`src/rtl/hsl_pkg.sv`:
```
// Shared types and constants for the HSL to RGB converter.
// Used by hsl_front, hsl_fifo, hsl_back and hsl_to_rgb_converter.
`default_nettype none

package hsl_pkg;

  // Field widths
  localparam int HUE_W    = 9;
  localparam int CH_W     = 8;
  localparam int WEIGHT_W = 6;
  localparam int PHASE_W  = 7;

  // Hue geometry in whole degrees
  localparam logic [HUE_W-1:0] HUE_TURN = 9'd360;
  localparam logic [HUE_W-1:0] DEG_60   = 9'd60;
  localparam logic [HUE_W-1:0] DEG_120  = 9'd120;
  localparam logic [HUE_W-1:0] DEG_180  = 9'd180;
  localparam logic [HUE_W-1:0] DEG_240  = 9'd240;
  localparam logic [HUE_W-1:0] DEG_300  = 9'd300;

  // Full scale of saturation and lightness
  localparam logic [CH_W-1:0] UNIT_SCALE = 8'd255;

  // floor(p / 60) for p < 2^14 as (p * DIV60_RECIP) >> DIV60_SHIFT
  localparam int               DIV60_SHIFT = 20;
  localparam logic [14:0]      DIV60_RECIP = 15'd17477;

  // Queue between front and back
  localparam int QUEUE_DEPTH = 4;
  localparam int QPTR_W      = 2;
  localparam int QCNT_W      = 3;

  // Hue sextant, names follow the hue range it covers
  typedef enum logic [2:0] {
    SEXT_RED_YEL = 3'd0,
    SEXT_YEL_GRN = 3'd1,
    SEXT_GRN_CYN = 3'd2,
    SEXT_CYN_BLU = 3'd3,
    SEXT_BLU_MAG = 3'd4,
    SEXT_MAG_RED = 3'd5
  } sextant_t;

  // Classified pixel word handed from front to back
  typedef struct packed {
    sextant_t              sext;
    logic [WEIGHT_W-1:0]   weight;  // 60 - |(h mod 120) - 60|
    logic [CH_W-1:0]       base;    // 255 - |2L - 255|
    logic [CH_W-1:0]       sat;
    logic [CH_W-1:0]       light;
  } hsl_item_t;

  // Queue status seen by the front
  typedef struct packed {
    logic full;
    logic empty;
  } hsl_qstat_t;

endpackage

`default_nettype wire

```
`src/rtl/hsl_to_rgb_converter.sv`:
```
// HSL to RGB converter top level: front classifier, queue, back pipeline.
// Depends on hsl_pkg, hsl_front, hsl_fifo and hsl_back.
//
//   channel  | signals                              | handshake
//   ---------+--------------------------------------+-----------------------
//   pixel in | hue, saturation, lightness           | start && !busy
//   color out| red, green, blue                     | done, one-cycle strobe
//
// One pixel per clock sustained. An accepted pixel passes through one front
// register, one queue slot and five back stages (multiply, divide by 255,
// multiply, divide by 60, add and clamp). The back pipeline never stalls, so
// the queue holds at most one word and busy stays low. Reset is synchronous
// and clears all valid state.
`default_nettype none

module hsl_to_rgb_converter (
  input  wire logic                      clk,
  input  wire logic                      rst,
  input  wire logic                      start,
  output logic                           busy,
  input  wire logic [hsl_pkg::HUE_W-1:0] hue,
  input  wire logic [hsl_pkg::CH_W-1:0]  saturation,
  input  wire logic [hsl_pkg::CH_W-1:0]  lightness,
  output logic                           done,
  output logic [hsl_pkg::CH_W-1:0]       red,
  output logic [hsl_pkg::CH_W-1:0]       green,
  output logic [hsl_pkg::CH_W-1:0]       blue
);
  import hsl_pkg::*;

  logic       q_push;
  logic       q_pop;
  hsl_item_t  front_item;
  hsl_item_t  back_item;
  hsl_qstat_t qstat;

  // Back drains the queue every cycle it has a word
  assign q_pop = !qstat.empty;

  hsl_front u_front (
    .clk        (clk),
    .rst        (rst),
    .start      (start),
    .hue        (hue),
    .saturation (saturation),
    .lightness  (lightness),
    .qstat      (qstat),
    .busy       (busy),
    .push       (q_push),
    .item       (front_item)
  );

  hsl_fifo u_fifo (
    .clk       (clk),
    .rst       (rst),
    .push      (q_push),
    .push_item (front_item),
    .pop       (q_pop),
    .pop_item  (back_item),
    .qstat     (qstat)
  );

  hsl_back u_back (
    .clk      (clk),
    .rst      (rst),
    .in_valid (q_pop),
    .in_item  (back_item),
    .done     (done),
    .red      (red),
    .green    (green),
    .blue     (blue)
  );

`ifndef NO_ASSERTIONS
  // Front never pushes into a full queue
  a_no_overflow: assert property (@(posedge clk) disable iff (rst)
    !(q_push && qstat.full))
    else $error("push into full queue");

  // Back drains every cycle, so the front never has to hold off
  a_never_busy: assert property (@(posedge clk) disable iff (rst) !busy)
    else $error("busy asserted");

  // Every accepted word yields its result
  a_accept_to_done: assert property (@(posedge clk) disable iff (rst)
    (start && !busy) |-> ##7 done)
    else $error("result missing after accept");

  // No result without a matching accept
  a_done_has_accept: assert property (@(posedge clk) disable iff (rst)
    done |-> $past(start && !busy, 7))
    else $error("result without accept");
`endif

endmodule

`default_nettype wire

```
`src/rtl/hsl_front.sv`:
```
// Front part: accepts a pixel, reduces the hue and classifies it into
// sextant, ramp weight and chroma base. Depends on hsl_pkg.
`default_nettype none

module hsl_front (
  input  wire logic                     clk,
  input  wire logic                     rst,
  input  wire logic                     start,
  input  wire logic [hsl_pkg::HUE_W-1:0] hue,
  input  wire logic [hsl_pkg::CH_W-1:0]  saturation,
  input  wire logic [hsl_pkg::CH_W-1:0]  lightness,
  input  wire hsl_pkg::hsl_qstat_t      qstat,
  output logic                          busy,
  output logic                          push,
  output hsl_pkg::hsl_item_t            item
);
  import hsl_pkg::*;

  logic                 valid;
  logic                 accept;
  logic [HUE_W-1:0]     hue_mod;
  sextant_t             sext;
  logic [HUE_W-1:0]     phase_base;
  logic [PHASE_W-1:0]   phase;
  logic [WEIGHT_W-1:0]  off;
  logic [HUE_W-1:0]     twice_l;
  logic [HUE_W-1:0]     l_dev;
  hsl_item_t            item_next;

  // Handshake: hold the word while the queue is full
  assign push   = valid && !qstat.full;
  assign busy   = valid && qstat.full;
  assign accept = start && !busy;

  // Hue reduction and sextant
  always_comb begin
    hue_mod = (hue >= HUE_TURN) ? hue - HUE_TURN : hue;
    if (hue_mod < DEG_60) begin
      sext = SEXT_RED_YEL;
    end else if (hue_mod < DEG_120) begin
      sext = SEXT_YEL_GRN;
    end else if (hue_mod < DEG_180) begin
      sext = SEXT_GRN_CYN;
    end else if (hue_mod < DEG_240) begin
      sext = SEXT_CYN_BLU;
    end else if (hue_mod < DEG_300) begin
      sext = SEXT_BLU_MAG;
    end else begin
      sext = SEXT_MAG_RED;
    end
  end

  // Position inside the 120 degree period and ramp weight
  always_comb begin
    case (sext)
      SEXT_RED_YEL, SEXT_YEL_GRN: phase_base = '0;
      SEXT_GRN_CYN, SEXT_CYN_BLU: phase_base = DEG_120;
      default:                    phase_base = DEG_240;
    endcase
    phase = PHASE_W'(hue_mod - phase_base);
    off   = (phase >= PHASE_W'(DEG_60)) ? WEIGHT_W'(phase - PHASE_W'(DEG_60))
                                        : WEIGHT_W'(PHASE_W'(DEG_60) - phase);
  end

  // Chroma base from lightness
  always_comb begin
    twice_l = {lightness, 1'b0};
    l_dev   = (twice_l >= {1'b0, UNIT_SCALE}) ? twice_l - {1'b0, UNIT_SCALE}
                                              : {1'b0, UNIT_SCALE} - twice_l;
    item_next.sext   = sext;
    item_next.weight = WEIGHT_W'(DEG_60) - off;
    item_next.base   = UNIT_SCALE - CH_W'(l_dev);
    item_next.sat    = saturation;
    item_next.light  = lightness;
  end

  // Front register
  always_ff @(posedge clk) begin
    if (rst) begin
      valid <= 1'b0;
    end else if (accept) begin
      valid <= 1'b1;
    end else if (push) begin
      valid <= 1'b0;
    end
  end

  always_ff @(posedge clk) begin
    if (accept) begin
      item <= item_next;
    end
  end

endmodule

`default_nettype wire

```
`src/rtl/hsl_fifo.sv`:
```
// Short queue of classified pixel words between front and back.
// Depends on hsl_pkg.
`default_nettype none

module hsl_fifo (
  input  wire logic               clk,
  input  wire logic               rst,
  input  wire logic               push,
  input  wire hsl_pkg::hsl_item_t push_item,
  input  wire logic               pop,
  output hsl_pkg::hsl_item_t      pop_item,
  output hsl_pkg::hsl_qstat_t     qstat
);
  import hsl_pkg::*;

  hsl_item_t          entries [QUEUE_DEPTH];
  logic [QPTR_W-1:0]  wr_ptr;
  logic [QPTR_W-1:0]  rd_ptr;
  logic [QCNT_W-1:0]  count;
  logic               do_push;
  logic               do_pop;

  assign qstat.full  = (count == QCNT_W'(QUEUE_DEPTH));
  assign qstat.empty = (count == '0);
  assign do_push     = push && !qstat.full;
  assign do_pop      = pop && !qstat.empty;
  assign pop_item    = entries[rd_ptr];

  // Pointers and fill level
  always_ff @(posedge clk) begin
    if (rst) begin
      wr_ptr <= '0;
      rd_ptr <= '0;
      count  <= '0;
    end else begin
      if (do_push) begin
        wr_ptr <= wr_ptr + 1'b1;
      end
      if (do_pop) begin
        rd_ptr <= rd_ptr + 1'b1;
      end
      case ({do_push, do_pop})
        2'b10:   count <= count + 1'b1;
        2'b01:   count <= count - 1'b1;
        default: count <= count;
      endcase
    end
  end

  // Storage
  always_ff @(posedge clk) begin
    if (do_push) begin
      entries[wr_ptr] <= push_item;
    end
  end

endmodule

`default_nettype wire

```
`src/rtl/hsl_back.sv`:
```
// Back part: five-stage pipeline computing chroma, ramp value, offset and
// the three saturated channels. Depends on hsl_pkg.
`default_nettype none

module hsl_back (
  input  wire logic                    clk,
  input  wire logic                    rst,
  input  wire logic                    in_valid,
  input  wire hsl_pkg::hsl_item_t      in_item,
  output logic                         done,
  output logic [hsl_pkg::CH_W-1:0]     red,
  output logic [hsl_pkg::CH_W-1:0]     green,
  output logic [hsl_pkg::CH_W-1:0]     blue
);
  import hsl_pkg::*;

  // Stage valids
  logic v1, v2, v3, v4;

  // Stage 1: base * saturation
  logic [2*CH_W-1:0]   s1_prod;
  sextant_t            s1_sext;
  logic [WEIGHT_W-1:0] s1_weight;
  logic [CH_W-1:0]     s1_light;

  // Stage 2: chroma = prod / 255
  logic [2*CH_W:0]     s1_div_sum;
  logic [CH_W-1:0]     s2_c;
  sextant_t            s2_sext;
  logic [WEIGHT_W-1:0] s2_weight;
  logic [CH_W-1:0]     s2_light;

  // Stage 3: chroma * weight and offset m
  logic [CH_W-1:0]          s2_half;
  logic [CH_W+WEIGHT_W-1:0] s3_prod;
  logic [CH_W-1:0]          s3_c;
  logic [CH_W-1:0]          s3_m;
  sextant_t                 s3_sext;

  // Stage 4: ramp value = prod / 60
  logic [CH_W+WEIGHT_W+15-1:0] s3_recip;
  logic [CH_W-1:0]             s4_x;
  logic [CH_W-1:0]             s4_c;
  logic [CH_W-1:0]             s4_m;
  sextant_t                    s4_sext;

  // Stage 5 channel placement
  logic [CH_W-1:0] r_raw, g_raw, b_raw;
  logic [CH_W:0]   r_sum, g_sum, b_sum;

  // Valid chain
  always_ff @(posedge clk) begin
    if (rst) begin
      v1   <= 1'b0;
      v2   <= 1'b0;
      v3   <= 1'b0;
      v4   <= 1'b0;
      done <= 1'b0;
    end else begin
      v1   <= in_valid;
      v2   <= v1;
      v3   <= v2;
      v4   <= v3;
      done <= v4;
    end
  end

  // Exact floor(p / 255) for p < 2^16 - 1: (p + (p >> 8) + 1) >> 8
  assign s1_div_sum = {1'b0, s1_prod} + {9'd0, s1_prod[2*CH_W-1:CH_W]} + 17'd1;
  assign s2_half    = s2_c >> 1;
  assign s3_recip   = (CH_W+WEIGHT_W+15)'(s3_prod) * (CH_W+WEIGHT_W+15)'(DIV60_RECIP);

  // Datapath registers
  always_ff @(posedge clk) begin
    s1_prod   <= (2*CH_W)'(in_item.base) * (2*CH_W)'(in_item.sat);
    s1_sext   <= in_item.sext;
    s1_weight <= in_item.weight;
    s1_light  <= in_item.light;

    s2_c      <= s1_div_sum[2*CH_W-1:CH_W];
    s2_sext   <= s1_sext;
    s2_weight <= s1_weight;
    s2_light  <= s1_light;

    s3_prod   <= (CH_W+WEIGHT_W)'(s2_c) * (CH_W+WEIGHT_W)'(s2_weight);
    s3_c      <= s2_c;
    s3_m      <= (s2_light >= s2_half) ? s2_light - s2_half : '0;
    s3_sext   <= s2_sext;

    s4_x      <= s3_recip[DIV60_SHIFT +: CH_W];
    s4_c      <= s3_c;
    s4_m      <= s3_m;
    s4_sext   <= s3_sext;

    red       <= r_sum[CH_W] ? UNIT_SCALE : r_sum[CH_W-1:0];
    green     <= g_sum[CH_W] ? UNIT_SCALE : g_sum[CH_W-1:0];
    blue      <= b_sum[CH_W] ? UNIT_SCALE : b_sum[CH_W-1:0];
  end

  // Place chroma and ramp by sextant, then add offset
  always_comb begin
    case (s4_sext)
      SEXT_RED_YEL: begin r_raw = s4_c; g_raw = s4_x; b_raw = '0;   end
      SEXT_YEL_GRN: begin r_raw = s4_x; g_raw = s4_c; b_raw = '0;   end
      SEXT_GRN_CYN: begin r_raw = '0;   g_raw = s4_c; b_raw = s4_x; end
      SEXT_CYN_BLU: begin r_raw = '0;   g_raw = s4_x; b_raw = s4_c; end
      SEXT_BLU_MAG: begin r_raw = s4_x; g_raw = '0;   b_raw = s4_c; end
      default:      begin r_raw = s4_c; g_raw = '0;   b_raw = s4_x; end
    endcase
    r_sum = {1'b0, r_raw} + {1'b0, s4_m};
    g_sum = {1'b0, g_raw} + {1'b0, s4_m};
    b_sum = {1'b0, b_raw} + {1'b0, s4_m};
  end

endmodule

`default_nettype wire

```
`config.mk`:
```
export PLATFORM = sky130hd
export DESIGN_NAME = hsl_to_rgb_converter
export DESIGN_NICKNAME = d
export VERILOG_FILES = /design/src/rtl/hsl_pkg.sv /design/src/rtl/hsl_to_rgb_converter.sv /design/src/rtl/hsl_front.sv /design/src/rtl/hsl_fifo.sv /design/src/rtl/hsl_back.sv
export SDC_FILE = /design/constraint.sdc
export NUM_CORES = 1
export LEC_CHECK = 0
export BUFFER_PORTS_ARGS = -buffer_cell sky130_fd_sc_hd__buf_2
export CELL_PAD_IN_SITES_DETAIL_PLACEMENT = 1
export CELL_PAD_IN_SITES_GLOBAL_PLACEMENT = 1
export CORE_MARGIN = 4
export CORE_UTILIZATION = 30
export DETAILED_ROUTE_END_ITERATION = 10
export GPL_TIMING_DRIVEN = 0
export PLACE_DENSITY = 0.5
export SLEW_MARGIN = 20
export SYNTH_ARGS = -nofsm -noshare
export SYNTH_HDL_FRONTEND = slang
export SYNTH_SLANG_ARGS = --single-unit
```
`constraint.sdc`:
```
create_clock -name clk -period 6.3 [get_ports clk]
set_clock_uncertainty 0.05 [all_clocks]
set_input_delay 0.945 -clock clk [delete_from_list [all_inputs] [get_ports clk]]
set_output_delay 0.945 -clock clk [all_outputs]
set_load 0.005 [all_outputs]
```
==> impl_metrics.toml, run 1 <==
[sta]
setup_viol = 0
fin_crit_ns = 5.74
max_freq_mhz = 174
final_max_slew_viol_count = 0
tightest_slew_ns = 0.897
max_slew_margin_pct = 40.2
final.period_utilization_pct = 91.2
rsz0062_at_grt = "false"
hold_viol_final = 0
fin_setup_tns_ns = 0

[place]
portBuffers = 52
dp_hpwl_mm = 26.9
place_congestion = 0.783

[hold_path]
worstHoldPathType = "flip-flop to flip-flop"
hp-start = "u_back.s1_light[1]"

[yosys]
synthArstFlopShare_pct = 0
synth_warnings = 0
seq_area_frac_synth_pct = 46.6
synth_nets = 1712
syn-cell-area_mm2 = 0.0170
synth_edf_count = 160
ys.flop_type = "edfxtp_1"
ys_types = 69
synth_cells = 1413
ys_ff_latch = 316
avgSynthCellArea_um2 = 12.0

[global_routing]
grt-ovfl-total = 0
grt_pass1_vias = 11100
grt_max_degree = 22
antenna_found_initial = 0
grt_pass1_wl_mm = 59.2
track_usage_pct = 12.1

[routing]
drt-total-wl_mm = 35.3
routed-via-count = 10200
viasPerCell = 4.46
wl_per_cell_um = 15.5
drt_iter0_drc = 385
ant_nets = 0
drc = 0
dr.pass1.iters = 4

[final_layout]
syn_to_final_growth_pct = 15.8
nFillCells = 6052
drive_above_1_share_pct = 11.9
diodes = 0
final_common_cell = "ha_1"
layout.nets = 1808
mostFrequentLayoutCells = "ha_1, inv_1, edfxtp_1"

[cts]
clk_latency_ns = 0.56
numCtsBuffers = 37
post-cts-setup-buffers = 0
htreeDepth = 2
clk_pin_slew_ns = 0.06
postCtsHoldBufs = 0
cts_resized = 0
clock-sinks = 316
cts_tree = "built"
cts-root-buf = "clkbuf_16"
cts_buffer_depth = 3

[critical_path]
crit_path_max_fanout = 10
critPathKind = "flip-flop to flip-flop"
critPathArrivalTime_ns = 6.17
end_kind = "flip-flop"
r2r_end = "u_back.s1_prod[14]"
crit_end = "u_back.s1_prod[14]"
regToRegSetupSlack_ns = 0.56
reg2reg_depth = 23
crit_required_ns = 6.72
cp-start-kind = "flip-flop"

[floorplanning]
core_area_mm2 = 0.0556
row_count = 86
die_area_mm2 = 0.0605
die_y_um = 246
io_pins = 54
dieWidth_um = 246
start_util_pct = 30.6

[flow_run]
cap_violations = 0

[status]
outcome = "finished, final reports clean"
-- metrics by stage --
step                      setup slack [ns]  utilization, %  area, um^2  hold slack [ns]  cells
after global placement               0.107            32.7       18200            0.260   2213
after CTS                           0.0686            35.4       19700            0.273   2286
final                                0.557            35.4       19700            0.270   2286
after global routing                0.0463            35.4       19700            0.271   2286
after detailed placement            0.0914            33.0       18300            0.263   2218
after floorplan                      0.927               -       17000            0.260   1413
-- per-layer routing --
layer  vias up  routed length, um  track usage, %
li1       5036                  -               -
met1      4994              16400            15.9
met2       108              17100            20.8
met3        51               1110            2.11
met4         0                712            3.12
met5         -                  0               0
-- cell families after synthesis --
| group | share of synthesized area, % |
|---|---|
| AOI/OAI and AO/OA | 7.45 |
| xor gates and xnor gates | 3.91 |
| adders and majority gates | 23.5 |
| buffers and inverters | 4.15 |
| DFF | 46.6 |
| muxes | 4.88 |
| and+or+nand+nor | 9.45 |
-- final cells by class --
| class | instances | area (um^2) | share of cell area (%) |
|---|---|---|---|
| buffer | 23 | 92.6 | 0.470 |
| clock inverter | 18 | 302 | 1.53 |
| inverter | 164 | 616 | 3.13 |
| clock buffer | 50 | 1030 | 5.23 |
| timing repair buffer | 57 | 398 | 2.02 |
| tap | 748 | 936 | 4.76 |
| sequential | 316 | 7930 | 40.3 |
| multi-input combinational | 910 | 8380 | 42.6 |
-- worst max-delay path: stages (launching register included) --
cell and delay (ns):
dfxtp_1 0.31, clkbuf_1 0.32, clkbuf_2 0.45, mux4_2 0.67, and2_1 0.22, fa_1 0.42, inv_1 0.09, fa_1 0.38
inv_1 0.07, ha_1 0.12, inv_1 0.05, fa_1 0.52, inv_1 0.04, ha_1 0.32, nor2b_1 0.14, o21ai_0 0.19
a21boi_0 0.15, o21ai_0 0.25, a21boi_0 0.17, o21a_1 0.21, o21ai_0 0.15, nand2b_1 0.07, a21oi_1 0.17, xnor2_1 0.14
-- cells in the mapped netlist, types with 3 or more instances --
master    instances  share of area, %
xnor2_1          52               2.7
dfxtp_1         156                18
edfxtp_1        160                28
nor2b_1          21              0.77
o21ai_0          38               1.1
mux2i_1           3              0.18
and2_1           52               1.9
a22o_1           17              0.88
buf_2             3             0.088
nor2_1           62               1.4
and3_1            3              0.11
inv_1           161               3.6
xor2_1           22               1.1
nand2b_1         15              0.55
nand4_1           3              0.11
o21bai_1         11              0.49
a21boi_0          3              0.13
nand2_1         148               3.3
ha_1            190                14
a31oi_1           3              0.11
mux4_2           32               4.2
mux2_2            7              0.46
nor3_1           10              0.29
nand3_1           5              0.15
buf_1             3             0.066
fa_1             81               9.5
clkbuf_1         17              0.38
a21o_1           15              0.66
a21oi_1          51               1.5
o21a_1           17              0.75
o21ai_1           5              0.15
-- worst min-delay path by stage --
stage	end	slack, ns	cells after the start
after CTS	u_back.s2_light[1]	0.27	0
final	u_back.s2_light[1]	0.27	0
after floorplan	u_back.s2_light[0]	0.26	0
after global placement	u_back.s3_sext[1]	0.26	0
after global routing	u_back.s2_light[5]	0.27	0
after detailed placement	u_back.s4_sext[2]	0.26	0
-- sequential cells by signal, summed over array words and instances (netlist names), 6 cells and up, named ones only --
register	cells
u_back.s3_m	8
u_back.s3_prod	14
u_back.s1_weight	6
u_back.s2_weight	6
u_back.green	8
u_back.s3_c	8
u_back.s4_m	8
u_front.item	32
u_back.s4_x	8
u_back.s2_light	8
u_back.blue	8
u_back.s2_c	8
u_back.s1_prod	15
u_fifo.entries	128
u_back.red	8
u_back.s4_c	8
u_back.s1_light	8
Power of run 1 is left out: the tool's default activity adds up to more than one toggle a clock period on the data nets, which glitch-free logic cannot reach.
==> inputs of run 2 (changes only) <==
- PLACE_DENSITY: 0.5 -> 0.59
==> run 2 against run 1 <==
Net effect:
- sequential share of layout area grew 0.47 points
- maximum frequency grew 0.11%
- sequential cell count is the same
- critical endpoint unchanged
- first-iteration DRC count grew 19%
- largest cell class unchanged
- critical path depth is the same
- worst hold slack gained 0.0062 ns
==> impl_metrics.toml, run 2 (same netlist as run 1, synthesis figures left out) <==
[routing]
ant_nets = 0
dr.pass1.iters = 4
drc = 0
viasPerCell = 4.48
drt-total-wl_mm = 34.2
drt_iter0_drc = 459
wl_per_cell_um = 15.0
routed-via-count = 10200

[status]
outcome = "finished, final reports clean"

[global_routing]
grt_pass1_vias = 11200
track_usage_pct = 11.6
grt_max_degree = 27
grt_pass1_wl_mm = 57.6
antenna_found_initial = 0
grt-ovfl-total = 0

[cts]
clk_pin_slew_ns = 0.05
cts_tree = "built"
numCtsBuffers = 36
cts_buffer_depth = 3
cts_resized = 0
clock-sinks = 316
clk_latency_ns = 0.56
cts-root-buf = "clkbuf_16"
htreeDepth = 2
post-cts-setup-buffers = 0
postCtsHoldBufs = 0

[final_layout]
mostFrequentLayoutCells = "ha_1, inv_1, edfxtp_1"
diodes = 0
final_common_cell = "ha_1"
drive_above_1_share_pct = 11.5
top_register = "u_fifo.entries"
largestRegisters = "u_fifo.entries x128, u_front.item x32, u_back.s1_prod x15"
layout.nets = 1807
seq_area_mm2 = 0.00793
nFillCells = 6063
multiInputGateArea_mm2 = 0.00838
largest_reg_flops = 128
syn_to_final_growth_pct = 14.4
final_util_pct = 35.0

[place]
pre_cts_slack_ns = 0.134
dp_hpwl_mm = 26.1
portBuffers = 52
place_congestion = 0.814

[sta]
fin_crit_ns = 5.74
fin_setup_tns_ns = 0
tightest_slew_ns = 0.913
rsz0062_at_grt = "false"
hold_viol_final = 0
final_max_slew_viol_count = 0
worst_slack_ns = 0.563
max_freq_mhz = 174
final.period_utilization_pct = 91.1
max_slew_margin_pct = 39.1
setup_viol = 0

[floorplanning]
row_count = 86
die_area_mm2 = 0.0605
dieWidth_um = 246
die_y_um = 246
start_util_pct = 30.6
io_pins = 54
core_area_mm2 = 0.0556

[critical_path]
cp-start-kind = "flip-flop"
reg2reg_depth = 23
path_depth = 23
critPathSlowestCell = "mux4_2"
critPathBufInv = 6
crit_required_ns = 6.73
critPathKind = "flip-flop to flip-flop"
crit_family = "adder cells"
regToRegSetupSlack_ns = 0.56
end_kind = "flip-flop"
critPathArrivalTime_ns = 6.16
path_common_cell = "inv_1"
crit_end = "u_back.s1_prod[14]"
cp_slowest_stage_delay_ns = 0.66
r2r_end = "u_back.s1_prod[14]"
path_cells = "clkbuf_1 > clkbuf_2 > mux4_2 > and2_1 > fa_1 > inv_1 > fa_1 > inv_1 > ha_1 > inv_1 > fa_1 > inv_1 > ha_1 > nor2b_1 > o21ai_0 > a21boi_0 > o21ai_0 > a21boi_0 > o21a_1 > o21ai_0 > nand2b_1 > a21oi_1 > xnor2_1"
crit_path_max_fanout = 10

[hold_path]
worstHoldPathType = "flip-flop to flip-flop"

[flow_run]
cap_violations = 0
run 2: cell count changes in the layout (fill, tap and decap cells not counted):
| cell | change |
|---|---|
| clkinv_1 | +7 |
| buf_12 | +5 |
| bufinv_16 | -5 |
| clkbuf_4 | -1 |
| inv_8 | -1 |
| clkbuf_1 | -2 |
| clkinv_4 | +1 |
| buf_16 | -5 |
| clkbuf_8 | -2 |
| clkbuf_16 | -1 |
| clkinvlp_4 | +3 |
| inv_16 | -1 |
run 2: worst min-delay path by stage:
stage	from	endpoint	slack, ns	depth (start not counted)
after CTS	u_back.s3_c[1]	u_back.s4_c[1]	0.28	0
after global routing	u_back.s3_sext[2]	u_back.s4_sext[2]	0.29	0
after floorplan	u_back.s1_light[0]	u_back.s2_light[0]	0.26	0
final	u_back.s3_sext[0]	u_back.s4_sext[0]	0.28	0
after global placement	u_back.s3_c[7]	u_back.s4_c[7]	0.26	0
after detailed placement	u_back.s3_c[1]	u_back.s4_c[1]	0.26	0
run 2: stage by stage:
stage / hold WS (ns) / cell area, um^2 / instances
CTS: 0.278 / 19400 / 2284
global route: 0.287 / 19400 / 2284
floorplan: 0.260 / 17000 / 1413
detailed placement: 0.263 / 18300 / 2218
finish: 0.276 / 19400 / 2284
global placement: 0.263 / 18200 / 2213
run 2: worst reg2reg max path, cell delays in order (launching register included):
cell and delay [ns]:
dfxtp_1 0.30, clkbuf_1 0.30, clkbuf_2 0.44, mux4_2 0.66, and2_1 0.22, fa_1 0.42, inv_1 0.09, fa_1 0.38
inv_1 0.07, ha_1 0.12, inv_1 0.05, fa_1 0.52, inv_1 0.04, ha_1 0.32, nor2b_1 0.14, o21ai_0 0.20
a21boi_0 0.17, o21ai_0 0.25, a21boi_0 0.16, o21a_1 0.21, o21ai_0 0.16, nand2b_1 0.07, a21oi_1 0.17, xnor2_1 0.13
run 2: final cells by class:
type	instances	share of cell area (%)
Multi-Input combinational cell	910	43.1
Sequential cell	316	40.8
Clock buffer	44	4.95
Tap cell	748	4.81
Inverter	164	3.17
Timing Repair Buffer	57	1.85
Clock inverter	22	0.913
Buffer	23	0.476
run 2: layer usage:
layer / part of all wire (%) / vias up / GRT usage [%]
li1: - / 5036 / -
met1: 45 / 5038 / 14.7
met2: 49 / 108 / 20.4
met3: 3.1 / 60 / 1.97
met4: 2.4 / 0 / 3.50
met5: 0 / - / 0
Power of run 2 is left out for the same reason.
